$ cat src/rtl/pma_pkg.sv
`timescale 1ns / 1ps
package pma_pkg;
  localparam int unsigned COLUMNS_DEF    = 4;
  localparam int unsigned CHANNELS_DEF   = 8;
  localparam int unsigned WINDOWS_DEF    = 64;
  localparam int unsigned SAMPLES_DEF    = 64;
  localparam int unsigned COUNT_BITS_DEF = 16;

  localparam int unsigned SAMPLE_W = 12;
  localparam int unsigned OUT_W    = 16;

  // configuration register indexes
  localparam logic [1:0] REG_MODULE  = 2'd0;
  localparam logic [1:0] REG_ROW     = 2'd1;
  localparam logic [1:0] REG_WINDOWS = 2'd2;

  // item kinds
  localparam logic KIND_ACC  = 1'b0;
  localparam logic KIND_READ = 1'b1;

  // classified word handed from front to back
  typedef struct packed {
    logic        is_read;
    logic        do_acc;
    logic        addr_ok;
    logic [1:0]  column;
    logic [3:0]  channel;
    logic [8:0]  window;
    logic [6:0]  sample;
    logic [11:0] value;
  } cmd_t;
endpackage

$ cat src/rtl/pma_queue.sv
`timescale 1ns / 1ps
module pma_queue (
  input  logic          clk,
  input  logic          rst_n,
  input  logic          wr_en,
  input  pma_pkg::cmd_t wr_data,
  output logic          full,
  output logic          rd_valid,
  output pma_pkg::cmd_t rd_data,
  input  logic          rd_en
);
  pma_pkg::cmd_t buf_r [2];
  logic          wp_r, rp_r;
  logic [1:0]    cnt_r;

  assign full     = (cnt_r == 2'd2);
  assign rd_valid = (cnt_r != 2'd0);
  assign rd_data  = buf_r[rp_r];

  always_ff @(posedge clk) begin
    if (wr_en) buf_r[wp_r] <= wr_data;
  end

  // pointers and fill level
  always_ff @(posedge clk) begin
    if (!rst_n) begin
      wp_r  <= 1'b0;
      rp_r  <= 1'b0;
      cnt_r <= 2'd0;
    end else begin
      if (wr_en) wp_r <= ~wp_r;
      if (rd_en) rp_r <= ~rp_r;
      cnt_r <= cnt_r + {1'b0, wr_en} - {1'b0, rd_en};
    end
  end
endmodule

$ cat config.mk
export PLATFORM = sky130hd
export DESIGN_NAME = pma_queue
export DESIGN_NICKNAME = d
export VERILOG_FILES = /design/src/rtl/pma_pkg.sv /design/src/rtl/pma_queue.sv
export SDC_FILE = /design/constraint.sdc
export NUM_CORES = 1
export LEC_CHECK = 0
export ABC_AREA = 1
export BUFFER_PORTS_ARGS = -buffer_cell sky130_fd_sc_hd__buf_2
export CORE_MARGIN = 4
export CORE_UTILIZATION = 54
export CTS_BUF_LIST = sky130_fd_sc_hd__clkbuf_4
export DETAILED_ROUTE_END_ITERATION = 8
export PLACE_DENSITY = 0.91
export SYNTH_ARGS = -nofsm -noshare
export SYNTH_HDL_FRONTEND = slang
export SYNTH_SLANG_ARGS = --single-unit
$ cat constraint.sdc
create_clock -name clk -period 3.25 [get_ports clk]
set_clock_uncertainty 0.1 [all_clocks]
set_input_delay 0.1625 -clock clk [delete_from_list [all_inputs] [get_ports clk]]
set_output_delay 0.1625 -clock clk [all_outputs]
set_load 0.01 [all_outputs]
Word level (Yosys, flattened, before mapping)
Memories as Yosys holds them, arrays and structs flattened. A register that Yosys moved wholly into a read port is not among the register bits.
Cells that the tools add are included.
{ "totals": {"reg_bits": 4, "mem_bits_rw": 74, "inputBits": 41, "output_inout_bits": 39, "mem_count": 1} }
{ "op_classes": {"n_addsub": 2, "n_eq_ne": 1, "mux": 4, "bitwise": 2, "n_reduce_logical": 1} }
{ "mem_list": {"columns": ["name", "words", "width", "read_ports", "rd_ports_with_merged_regs", "write_ports", "line", "rtl"], "rows": [
  ["buf_r", 2, 37, 1, 1, 1, "pma_queue.sv:12", "pma_pkg::cmd_t buf_r [2];"]
]} }
{ "op_table": {"columns": ["op", "count"], "rows": [
  ["2-to-1 mux 1 bit", 4],
  ["adder 2 x 1 -> 2 bit", 1],
  ["== test 2 bit, second input constant", 1],
  ["inverter 1 bit", 2],
  ["nonzero test 2 bit", 1],
  ["subtractor 2 x 1 -> 2 bit", 1]
]} }

Longest topological paths before layout
{ "depth": {"word_depth": 3, "depth_mapped": 9} }

Worst setup path before layout
Ideal clock, no wire load.
{ "synth_path": {"path_type": "register to register", "start": "register wp_r", "end": "memory buf_r[0][0] (netlist bit) (enable)", "setup_time_ps": 432, "arrival_time_ps": 1883, "t_required_ps": 2718, "slack_ps": 835, "stages_incl_launch_ff": 2, "period_less_slack_ps": 2415, "cell_sequence": "dfxtp_1 nor2_1"} }
{ "synth_lines": {"columns": ["item", "line", "rtl"], "rows": [
  ["from (decl)", "pma_queue.sv:13", "logic wp_r, rp_r;"],
  ["from (signal assigned)", "pma_queue.sv:31", "if (wr_en) wp_r <= ~wp_r;"],
  ["to (decl)", "pma_queue.sv:12", null]
]} }
Straight into the memory's write port.

==> metrics.md <==
| Metric | Value |
|---|---|
| Status | finished clean |
| CTS Root Buffer Type | clkbuf_4 |
| Via density | 4.836 |
| Post-synthesis xor/xnor area fraction | 0% |
| Wire length per cell | 15.52 µm |
| Initial antenna violation count | 0 |
| Hold Crit Start | wr_data[25] |
| Peak Freq | 0.4212 GHz |
| Post-Route WL | 5.494 mm |
| Power density over the cells | 516.7 nW/µm² |
| Netlist Area Pre-Place | 3048 µm² |
| Drt first pass iters | 4 |
| Cells on worst reg2reg path | 7 |
| CP Capture Type | primary output |
| CP Cell Sequence | buf_4, mux2_4, buf_2 |
| Hold Path End | buf_r[1][25]$_DFFE_PP_ |
| DIE AREA | 6911 µm² |
| Data required time at the worst endpoint | 2990 ps |
| Share of the synthesized area in the top cell type | 72.91% |
| Synth Area in Adders | 0.8210% |
| Sw Share | 21.99% |
| Slowest-stage cell, CP | dfxtp_2 |
| Placed Cells | 297 |
| Layout Nets | 320 |
| Setup crit start kind | flop |
| Top cell type by total area after synthesis | edfxtp_1 |
| Max Cap Viol | 0 |
| Flop2flop setup slack | 1440 ps |
| Placed wire-length estimate | 3.539 mm |
| Post-route DRC violation count | 0 |
| Clock latency on the worst-skew pair | 400 ps |
| Hold Path Stages | 2 |
| Worst-path clk slew | 120 ps |
| Area Growth Syn to Fin | 32.92% |
| DRT antenna net count | 0 |
| Vias in the first global route | 1829 |
| Gate power share | 12.9% |
| CP peak stage delay | 870 ps |
| Worst-Margin Slew | 1029 ps |
| Top cells by area in the synthesized netlist | edfxtp_1, mux2_4, dfxtp_1 |
| VDD IR max | 0.3862 mV |
| RR Startpoint | cnt_r[0]$_SDFF_PN0_ |
| Die W | 83.13 µm |
| Final setup TNS | 0 ps |
| Fin crit share | 73.05% |
| Row count | 27 |
| Worst hold path class | primary input to flop |
| #FFs+latches synth | 79 |
| Largest net degree at the start of global routing | 38 |
| Synth Area per Inst | 20.59 µm² |
| Critical path class | flop to primary output |
| CP arrival | 2110 ps |
| Violation count after the first detailed-route iteration | 78 |
| Total chip power | 2.093 mW |
| RSZ-0062 raised after global routing | false |
| Clock network power share | 29.7% |
| Post-Synth Simple-Gate Area | 2.258% |
| CTS Sinks | 79 |
| Sw Pwr | 0.4604 mW |
| R2R Path End | cnt_r[0]$_SDFF_PN0_ |
| Postcts setup bufs | 0 |
| Clock Tree Buf Depth | 2 |
| Via count | 1712 |
| Seq pwr share | 57.4% |
| Largest family of logic cells by synthesized area | multiplexers |
| Non-filler instance count after layout | 354 |
| CTS tree | yes |
| CTS Buf Count | 9 |
| Final Hold Viols | 0 |
| Global placer's final weighted congestion | 0.7243 |
| Core area | 5507 µm² |
| Distinct cells, synth | 12 |
| Synth warnings | 0 |
| Static Leak | 1.656 nW |
| Int Power | 1.633 mW |
| Layout cells sized above 1 | 47.52% |
| Final Setup Violations | 0 |
| I/O pin cnt | 80 |
| Headroom to the max-slew limit | 31.22% |
| All-Layer GR Usage | 16.96% |
| Htree depth | 3 |
| Max-slew violation count | 0 |
| Min Tclk post-route | 2374 ps |
| Seq/Total Area, Yosys | 76.19% |
| Global-route wire length before repair | 8.880 mm |
| Crit Path Max Fanout | 27 |
| Port buffer count | 79 |
| Synth Net Count | 191 |
| Gr ovfl total | 0 |
| Post-Synthesis Cells | 148 |
| Antenna cells | 0 |
| Compound-gate portion of the synthesized area | 0.1642% |
| Initial core utilization | 55.35% |
| Multiplexer share of the synthesized area | 17.36% |
| Chip height | 83.13 µm |
## power groups by stage
stage	Sequential (mW)	Combinational, mW	Clock, mW
finish	1.20	0.270	0.621
global route	1.21	0.295	0.683
CTS	1.20	0.273	0.632
detailed placement	1.23	0.232	0
global placement	1.22	0.222	0
floorplan	1.21	0.160	0
## cells in the mapped netlist
cell / number
edfxtp_1: 74
dfxtp_1: 5
inv_1: 7
nand2_1: 9
buf_6: 1
ha_1: 2
nand3_1: 1
mux2_2: 7
buf_12: 3
a21oi_1: 1
mux2_4: 30
nor2_1: 8
## worst max-delay path, delay by kind of cell (launching register included)
| kind | cells | cell delay [ps] |
|---|---|---|
| flops | 1 | 870 |
| buf+inv | 2 | 510 |
| mux | 1 | 330 |
## worst max path at each step
stage          slack [ps]  cells after the start               endpoint
6_report              880                      3            rd_data[32]
4_1_cts               810                      3            rd_data[32]
5_1_grt               740                      3            rd_data[20]
3_5_place_dp         1280                      3            rd_data[32]
3_3_place_gp         1320                      3            rd_data[34]
2_1_floorplan         840                      1  buf_r[0][0]$_DFFE_PP_
## kinds of logic (layout without fill, tap and decap cells)
kind of cell,after synthesis,count (layout)
adder cells (fa/ha/maj),2,2
flip-flops,79,79
AO/OA/AOI/OAI,1,1
AND/OR/NAND/NOR,18,18
buffers and inverters,11,145
multiplexers,37,37
## state kept, by name, indices dropped and copies added (netlist names), named ones only
register,cells
buf_r,74
cnt_r,2
rp_r,1
wp_r,1
## per-stage QoR
| step | setup slack [ps] | cell area, µm² | hold WS [ps] | util (%) |
|---|---|---|---|---|
| floorplan | 835.3 | 3048 | 156.0 | - |
| global placement | 1317 | 3486 | 251.4 | 63.30 |
| detailed placement | 1284 | 3486 | 253.7 | 63.30 |
| CTS | 809.0 | 4051 | 337.8 | 73.57 |
| global route | 736.5 | 4051 | 335.6 | 73.57 |
| finish | 876.0 | 4051 | 372.3 | 73.57 |
## layout make-up
type	instances	area, µm²
Tap cell	72	90.09
Fill cell	339	1455
Inverter	7	26.28
Clock buffer	9	67.56
Clock inverter	7	87.58
Timing Repair Buffer	122	820.8
Sequential cell	79	2323
Multi-Input combinational cell	58	635.6
## layout by cell type, fill, tap and decap left out
master / n
dfxtp_2: 1
edfxtp_1: 74
buf_4: 2
clkbuf_4: 9
inv_1: 7
bufinv_16: 2
buf_2: 79
a21oi_1: 1
clkinv_2: 1
ha_1: 2
nand3_1: 1
mux2_4: 30
dfxtp_1: 4
dlygate4sd3_1: 41
nor2_4: 1
mux2_2: 7
nand2_1: 9
clkinv_1: 2
nor2_1: 7
clkinvlp_4: 2
## per-layer routing
metal / up-vias / wire length [µm] / global-route usage (%)
li1: 820 / - / -
met1: 825 / 2177 / 19.22
met2: 56 / 2846 / 28.64
met3: 11 / 352 / 5.754
met4: 0 / 117 / 8.321
met5: - / 0 / 0
## repair_timing
| item | in CTS | in global routing |
|---|---|---|
| hold endpoints to repair | 79 | 0 |
| hold buffers | 41 | 0 |
| resized for setup | 0 | 0 |
Power figures use the tool's default switching activity.
