### config.mk
export PLATFORM = sky130hd
export DESIGN_NAME = pma_front
export DESIGN_NICKNAME = d
export VERILOG_FILES = /design/src/rtl/pma_pkg.sv /design/src/rtl/pma_front.sv
export SDC_FILE = /design/constraint.sdc
export NUM_CORES = 1
export LEC_CHECK = 0
export BUFFER_PORTS_ARGS = -buffer_cell sky130_fd_sc_hd__buf_4
export CAP_MARGIN = 20
export CELL_PAD_IN_SITES_DETAIL_PLACEMENT = 0
export CELL_PAD_IN_SITES_GLOBAL_PLACEMENT = 1
export CORE_MARGIN = 5
export CORE_UTILIZATION = 22
export CTS_BUF_LIST = sky130_fd_sc_hd__clkbuf_4
export CTS_CLUSTER_DIAMETER = 50
export DETAILED_ROUTE_END_ITERATION = 16
export PLACE_DENSITY = 0.85
export RECOVER_POWER = 100
export SLEW_MARGIN = 20
export SYNTH_ARGS = -nofsm -noshare
export SYNTH_HDL_FRONTEND = slang
export SYNTH_SLANG_ARGS = --single-unit
### constraint.sdc
create_clock -name clk -period 1.8 [get_ports clk]
set_input_delay 0.27 -clock clk [delete_from_list [all_inputs] [get_ports clk]]
set_output_delay 0.27 -clock clk [all_outputs]
set_load 0.02 [all_outputs]
### src/rtl/pma_pkg.sv
`timescale 1ns / 1ps
package pma_pkg;
  localparam int unsigned COLUMNS_DEF    = 4;
  localparam int unsigned CHANNELS_DEF   = 8;
  localparam int unsigned WINDOWS_DEF    = 64;
  localparam int unsigned SAMPLES_DEF    = 64;
  localparam int unsigned COUNT_BITS_DEF = 16;

  localparam int unsigned SAMPLE_W = 12;
  localparam int unsigned OUT_W    = 16;

  // configuration register indexes
  localparam logic [1:0] REG_MODULE  = 2'd0;
  localparam logic [1:0] REG_ROW     = 2'd1;
  localparam logic [1:0] REG_WINDOWS = 2'd2;

  // item kinds
  localparam logic KIND_ACC  = 1'b0;
  localparam logic KIND_READ = 1'b1;

  // classified word handed from front to back
  typedef struct packed {
    logic        is_read;
    logic        do_acc;
    logic        addr_ok;
    logic [1:0]  column;
    logic [3:0]  channel;
    logic [8:0]  window;
    logic [6:0]  sample;
    logic [11:0] value;
  } cmd_t;
endpackage

### src/rtl/pma_front.sv
`timescale 1ns / 1ps
module pma_front (
  input  logic             clk,
  input  logic             rst_n,
  input  logic             psel,
  input  logic             penable,
  input  logic             pwrite,
  input  logic [3:0]       paddr,
  input  logic [31:0]      pwdata,
  output logic [31:0]      prdata,
  input  logic             in_kind,
  input  logic [1:0]       in_module_id,
  input  logic [1:0]       in_row_id,
  input  logic [1:0]       in_column_id,
  input  logic [2:0]       in_channel_id,
  input  logic [5:0]       in_window_id,
  input  logic [5:0]       in_sample_index,
  input  logic [11:0]      in_sample_value,
  input  logic [3:0]       lim_columns,
  input  logic [4:0]       lim_channels,
  input  logic [9:0]       lim_windows,
  input  logic [7:0]       lim_samples,
  output pma_pkg::cmd_t    cmd
);
  logic [1:0] sel_module_r;
  logic [1:0] sel_row_r;
  logic [6:0] win_use_r;
  logic       wr_en;
  logic [1:0] reg_idx;

  assign wr_en   = psel && penable && pwrite;
  assign reg_idx = paddr[3:2];

  // register writes
  always_ff @(posedge clk) begin
    if (!rst_n) begin
      sel_module_r <= 2'd0;
      sel_row_r    <= 2'd0;
      win_use_r    <= 7'd64;
    end else if (wr_en) begin
      case (reg_idx)
        pma_pkg::REG_MODULE:  sel_module_r <= pwdata[1:0];
        pma_pkg::REG_ROW:     sel_row_r    <= pwdata[1:0];
        pma_pkg::REG_WINDOWS: win_use_r    <= pwdata[6:0];
        default: ;
      endcase
    end
  end

  // register reads
  always_comb begin
    case (reg_idx)
      pma_pkg::REG_MODULE:  prdata = {30'd0, sel_module_r};
      pma_pkg::REG_ROW:     prdata = {30'd0, sel_row_r};
      pma_pkg::REG_WINDOWS: prdata = {25'd0, win_use_r};
      default:              prdata = 32'd0;
    endcase
  end

  // classify the incoming word
  logic addr_ok;
  assign addr_ok = ({2'd0, in_column_id} < lim_columns) &&
                   ({2'd0, in_channel_id} < lim_channels) &&
                   ({4'd0, in_window_id} < lim_windows) &&
                   ({2'd0, in_sample_index} < lim_samples);

  always_comb begin
    cmd.is_read = (in_kind == pma_pkg::KIND_READ);
    cmd.addr_ok = addr_ok;
    cmd.do_acc  = (in_kind == pma_pkg::KIND_ACC) && addr_ok &&
                  (in_module_id == sel_module_r) && (in_row_id == sel_row_r) &&
                  ({1'b0, in_window_id} < win_use_r);
    cmd.column  = in_column_id;
    cmd.channel = {1'b0, in_channel_id};
    cmd.window  = {3'd0, in_window_id};
    cmd.sample  = {1'b0, in_sample_index};
    cmd.value   = in_sample_value;
  end
endmodule

Word-level counts from Yosys, hierarchy flattened:

Cells that the tools add are included.

* register bits after elaboration: 11
* input port bits: 102
* output and inout port bits: 69

* multiplexer cells: 1
* bitwise operators: 1
* reduce and logical (&&, ||, !) cells: 13
* $lt $le $gt $ge: 5
* eq/ne operators: 4

Operators by type and width (number)
* 7-bit case mux with 3 select lines: 1
* 6-bit by 10-bit < comparator with 1-bit output: 1
* 1-bit logical AND: 9
* 6-bit by 8-bit < comparator with 1-bit output: 1
* 6-bit by 7-bit < comparator with 1-bit output: 1
* 2-bit AND reduction: 3
* 3-bit by 5-bit < comparator with 1-bit output: 1
* 2-bit == test: 2
* 2-bit by 4-bit < comparator with 1-bit output: 1
* 2-bit by 1-bit == test with 1-bit output, second input constant: 1
* 2-bit == test, second input constant: 1
* 2-bit zero test: 1
* 1-bit NOT: 1

Depth between registers and ports, before layout:

* depth in word-level cells: 8
* depth in mapped cells: 7
* depth with buffers taken out: 6

Worst setup path after synthesis:

OpenSTA, ideal clock, no wires.

* path type: input -> output
* start point: input port lim_samples[5]
* end point: output port cmd[35] (netlist bit)
* required time: 1.530 ns
* stages: 5
* buffers on the path: 0
* path slack: 0.097 ns
* arrival: 1.433 ns
* path through: inv_1 -> ha_1 -> a21o_1 -> a221o_1 -> and4bb_1

RTL lines
* from (decl): RTL line pma_front.sv:22 `input logic [7:0] lim_samples,`
* to (decl): RTL line pma_front.sv:23 `output pma_pkg::cmd_t cmd`

==> impl_metrics.yaml <==
clock_tree:
  h-tree-depth: 1
  ctsLongestPathBuffers: 2
  cts-root-buf: "sky130_fd_sc_hd__clkbuf_4"
  clock_sink_count: 11
  tritoncts: "done"
  path_clk_slew_ns: 0.07
  hold_buffers: 0
  worst_skew_pair.late_latency_ns: 0.26
  cts_inserted_buffers: 3
timing:
  fmaxAchievable_mhz: 507
  finalCritPeriodShare_pct: 110
  finClkSkew_ns: 0
  final-hold-violation-count: 0
  slew_violations: 0
  grt_setup_unrepaired: "yes"
  worst_slew_margin_rel_pct: 63.5
  fin_ws_ns: -0.174
  period_minus_slack_ns: 1.97
  totalNegativeSetupSlack_ns: -0.174
  tightestPinTransition_ns: 0.548
  final-setup-viol-count: 1
placement:
  post-place-ws_ns: -0.0994
  finalWeightedCongestion: 0.714
  place.port_buffers: 89
  place_area_sq_mm: 0.00202
  place_hpwl_mm: 3.59
cells_and_area:
  multi_input_area_sq_um: 960
  area_growth_pct: 32.7
  seqCellArea_sq_um: 224
  layout.filler_cells: 788
  stdcell_area_sq_mm: 0.00206
  number_of_inserted_diodes: 0
  layout.nets: 380
  drive_gt1_share_pct: 37.5
floorplan:
  core_region_area_sq_mm: 0.00683
  die_x_microns: 93.9
  fp.dieArea_sq_mm: 0.00882
  initial_utilization_pct: 22.7
  rows: 30
  die_height_microns: 93.9
  design.portCount: 171
setup_path:
  cp_data_arrival_time_ns: 1.70
  cp_data_required_time_ns: 1.53
  worstSetupEndpointType: "output port"
  crit_fanout: 2
  path_class: "reg2out"
  timing.critical_path.from_type: "flip-flop"
yosys:
  post_synth_num_cell_types: 33
  netlist_area_sq_mm: 0.00155
  yosysSeqAreaShare_pct: 14.2
  synthCells: 194
  synthesis.area_per_instance_sq_um: 7.98
  ys_seq_elements: 11
  synth-warning-count: 0
global_route:
  number_of_global_route_vias_before_repair: 1238
  globalRouteTotalUtil_pct: 8.28
  grt_pass1_wl_mm: 5.89
  number_of_antenna_violations_at_the_first_check_in_global_routing: 0
  grt_max_degree: 12
  total_overflow_reported_by_the_global_router: 0
route:
  drc: 0
  routed_wl_mm: 4.02
  antenna_left: 0
  dr.first_iter.drc_count: 10
  dr_total_vias: 1292
  vias_per_cell: 3.64
  drt-pass1-iter-count: 3
  detail_route.wl_per_cell_microns: 11.3
hold_path:
  worstHoldPathType: "in2reg"
outcome:
  status: "finished with violations"
  violated_checks: "setup timing"
power:
  leakagePower_nw: 0.952
  power_mw: 0.804
  power.density_mw_per_mm2: 391
  peakVddDrop_v: 0.000158
run:
  max-cap-violations: 0
-- kinds of logic (layout without fill, tap and decap cells) --
kind of cell / count (synthesis) / after routing / synth area share, %
flip-flops: 11 / 11 / 14.2
AND/OR/NAND/NOR: 46 / 46 / 17.8
multiplexers: 11 / 11 / 7.11
other: 1 / 30 / 0.242
buffers and inverters: 82 / 118 / 35.0
AO/OA/AOI/OAI: 21 / 21 / 8.89
XOR/XNOR: 4 / 4 / 2.26
adder cells (fa/ha/maj): 18 / 18 / 14.5
-- critical path: stages, from the launching register on --
cell and delay, ns:
sky130_fd_sc_hd__dfxtp_2 0.33, sky130_fd_sc_hd__inv_2 0.04, sky130_fd_sc_hd__ha_4 0.19, sky130_fd_sc_hd__a21o_1 0.18
sky130_fd_sc_hd__a21oi_2 0.14, sky130_fd_sc_hd__o221ai_2 0.12, sky130_fd_sc_hd__and4bb_1 0.31, sky130_fd_sc_hd__buf_6 0.13
-- cells in the final DEF, fill, tap and decap left out, types with 2 or more instances in the layout --
cell / count
sky130_fd_sc_hd__buf_4: 70
sky130_fd_sc_hd__conb_1: 30
sky130_fd_sc_hd__clkbuf_1: 22
sky130_fd_sc_hd__inv_1: 14
sky130_fd_sc_hd__ha_1: 14
sky130_fd_sc_hd__mux2i_1: 11
sky130_fd_sc_hd__nor2b_1: 10
sky130_fd_sc_hd__nand2_1: 9
sky130_fd_sc_hd__dfxtp_1: 8
sky130_fd_sc_hd__clkbuf_4: 5
sky130_fd_sc_hd__and2_0: 4
sky130_fd_sc_hd__a21oi_2: 4
sky130_fd_sc_hd__nand2b_1: 4
sky130_fd_sc_hd__nand3_1: 4
sky130_fd_sc_hd__ha_4: 4
sky130_fd_sc_hd__nor2_1: 3
sky130_fd_sc_hd__a21o_1: 3
sky130_fd_sc_hd__o21ai_1: 3
sky130_fd_sc_hd__a21oi_1: 3
sky130_fd_sc_hd__nor3_1: 3
sky130_fd_sc_hd__xnor2_1: 3
sky130_fd_sc_hd__buf_6: 3
sky130_fd_sc_hd__dfxtp_2: 3
sky130_fd_sc_hd__inv_4: 2
sky130_fd_sc_hd__o21ai_0: 2
sky130_fd_sc_hd__inv_2: 2
sky130_fd_sc_hd__nor3_2: 2
sky130_fd_sc_hd__a21boi_0: 2
-- layout make-up --
| class | count | share of cell area (%) |
|---|---|---|
| Timing Repair Buffer | 96 | 31.6 |
| Sequential cell | 11 | 10.9 |
| Tap cell | 96 | 5.84 |
| Multi-Input combinational cell | 130 | 46.7 |
| Inverter | 18 | 3.53 |
| Clock buffer | 4 | 1.46 |
-- worst paths after layout --
path	from	to	slack, ns	depth (start not counted)
min	pwdata[6]	win_use_r[6]$_SDFFE_PN1P_	0.22	3
max reg2reg	win_use_r[4]$_SDFFE_PN0P_	win_use_r[4]$_SDFFE_PN0P_	1.06	3
min reg2reg	sel_row_r[1]$_SDFFE_PN0P_	sel_row_r[1]$_SDFFE_PN0P_	0.50	2
max	win_use_r[1]$_SDFFE_PN0P_	cmd[35]	-0.17	7
-- stage by stage --
step                      std cells  utilization (%)  hold WS, ns
final                           355             30.1        0.224
after global routing            355             30.1        0.223
after CTS                       354             31.1        0.211
after detailed placement        350             29.5        0.491
after global placement          350             29.5        0.485
after floorplan                 223                -        0.398
-- flip-flops by register name (all words and copies together), names as in the netlist --
signal        count
sel_row_r         2
win_use_r         7
sel_module_r      2
-- routing by layer --
metal,up-vias,track usage [%],wire [microns]
li1,677,-,-
met1,564,10.2,1610
met2,49,15.3,2110
met3,2,1.28,288
met4,0,1.32,17
met5,-,0,0
-- what timing repair did --
action,CTS,global route
resized for setup,14,11
cloned,0,0
setup endpoints to repair,2,2
pin swaps,8,10
buffers inserted,0,1
-- power by group --
part	total (mW)	leakage, nW	internal, mW	switching, mW
Clock	0.182	0.0184	0.101	0.0811
Combinational	0.373	0.844	0.173	0.201
Sequential	0.249	0.0903	0.246	0.00244
Total	0.804	0.952	0.520	0.284
-- synthesized netlist by cell type (all sizes together) --
cell type	count	area share, %
buf	63	30
ha	18	15
inv	18	4.4
dfxtp	11	14
mux2i	11	7.1
nor2b	10	4.0
nand2	9	2.2
a21oi	7	2.5
and2	5	2.0
nor3	5	2.3
o21ai	5	1.6
nand2b	4	1.6
nand3	4	1.3
a21o	3	1.5
nor2	3	0.73
xnor2	3	1.7
a21boi	2	0.97
a2111oi	1	0.57
a221o	1	0.65
and3b	1	0.65
and4bb	1	0.81
clkbuf	1	0.24
conb	1	0.24
nand4b	1	0.57
nor3b	1	0.81
nor4	1	0.40
o2111ai	1	0.57
o221ai	1	0.57
or3	1	0.40
xor2	1	0.57
Power figures use the tool's default switching activity.
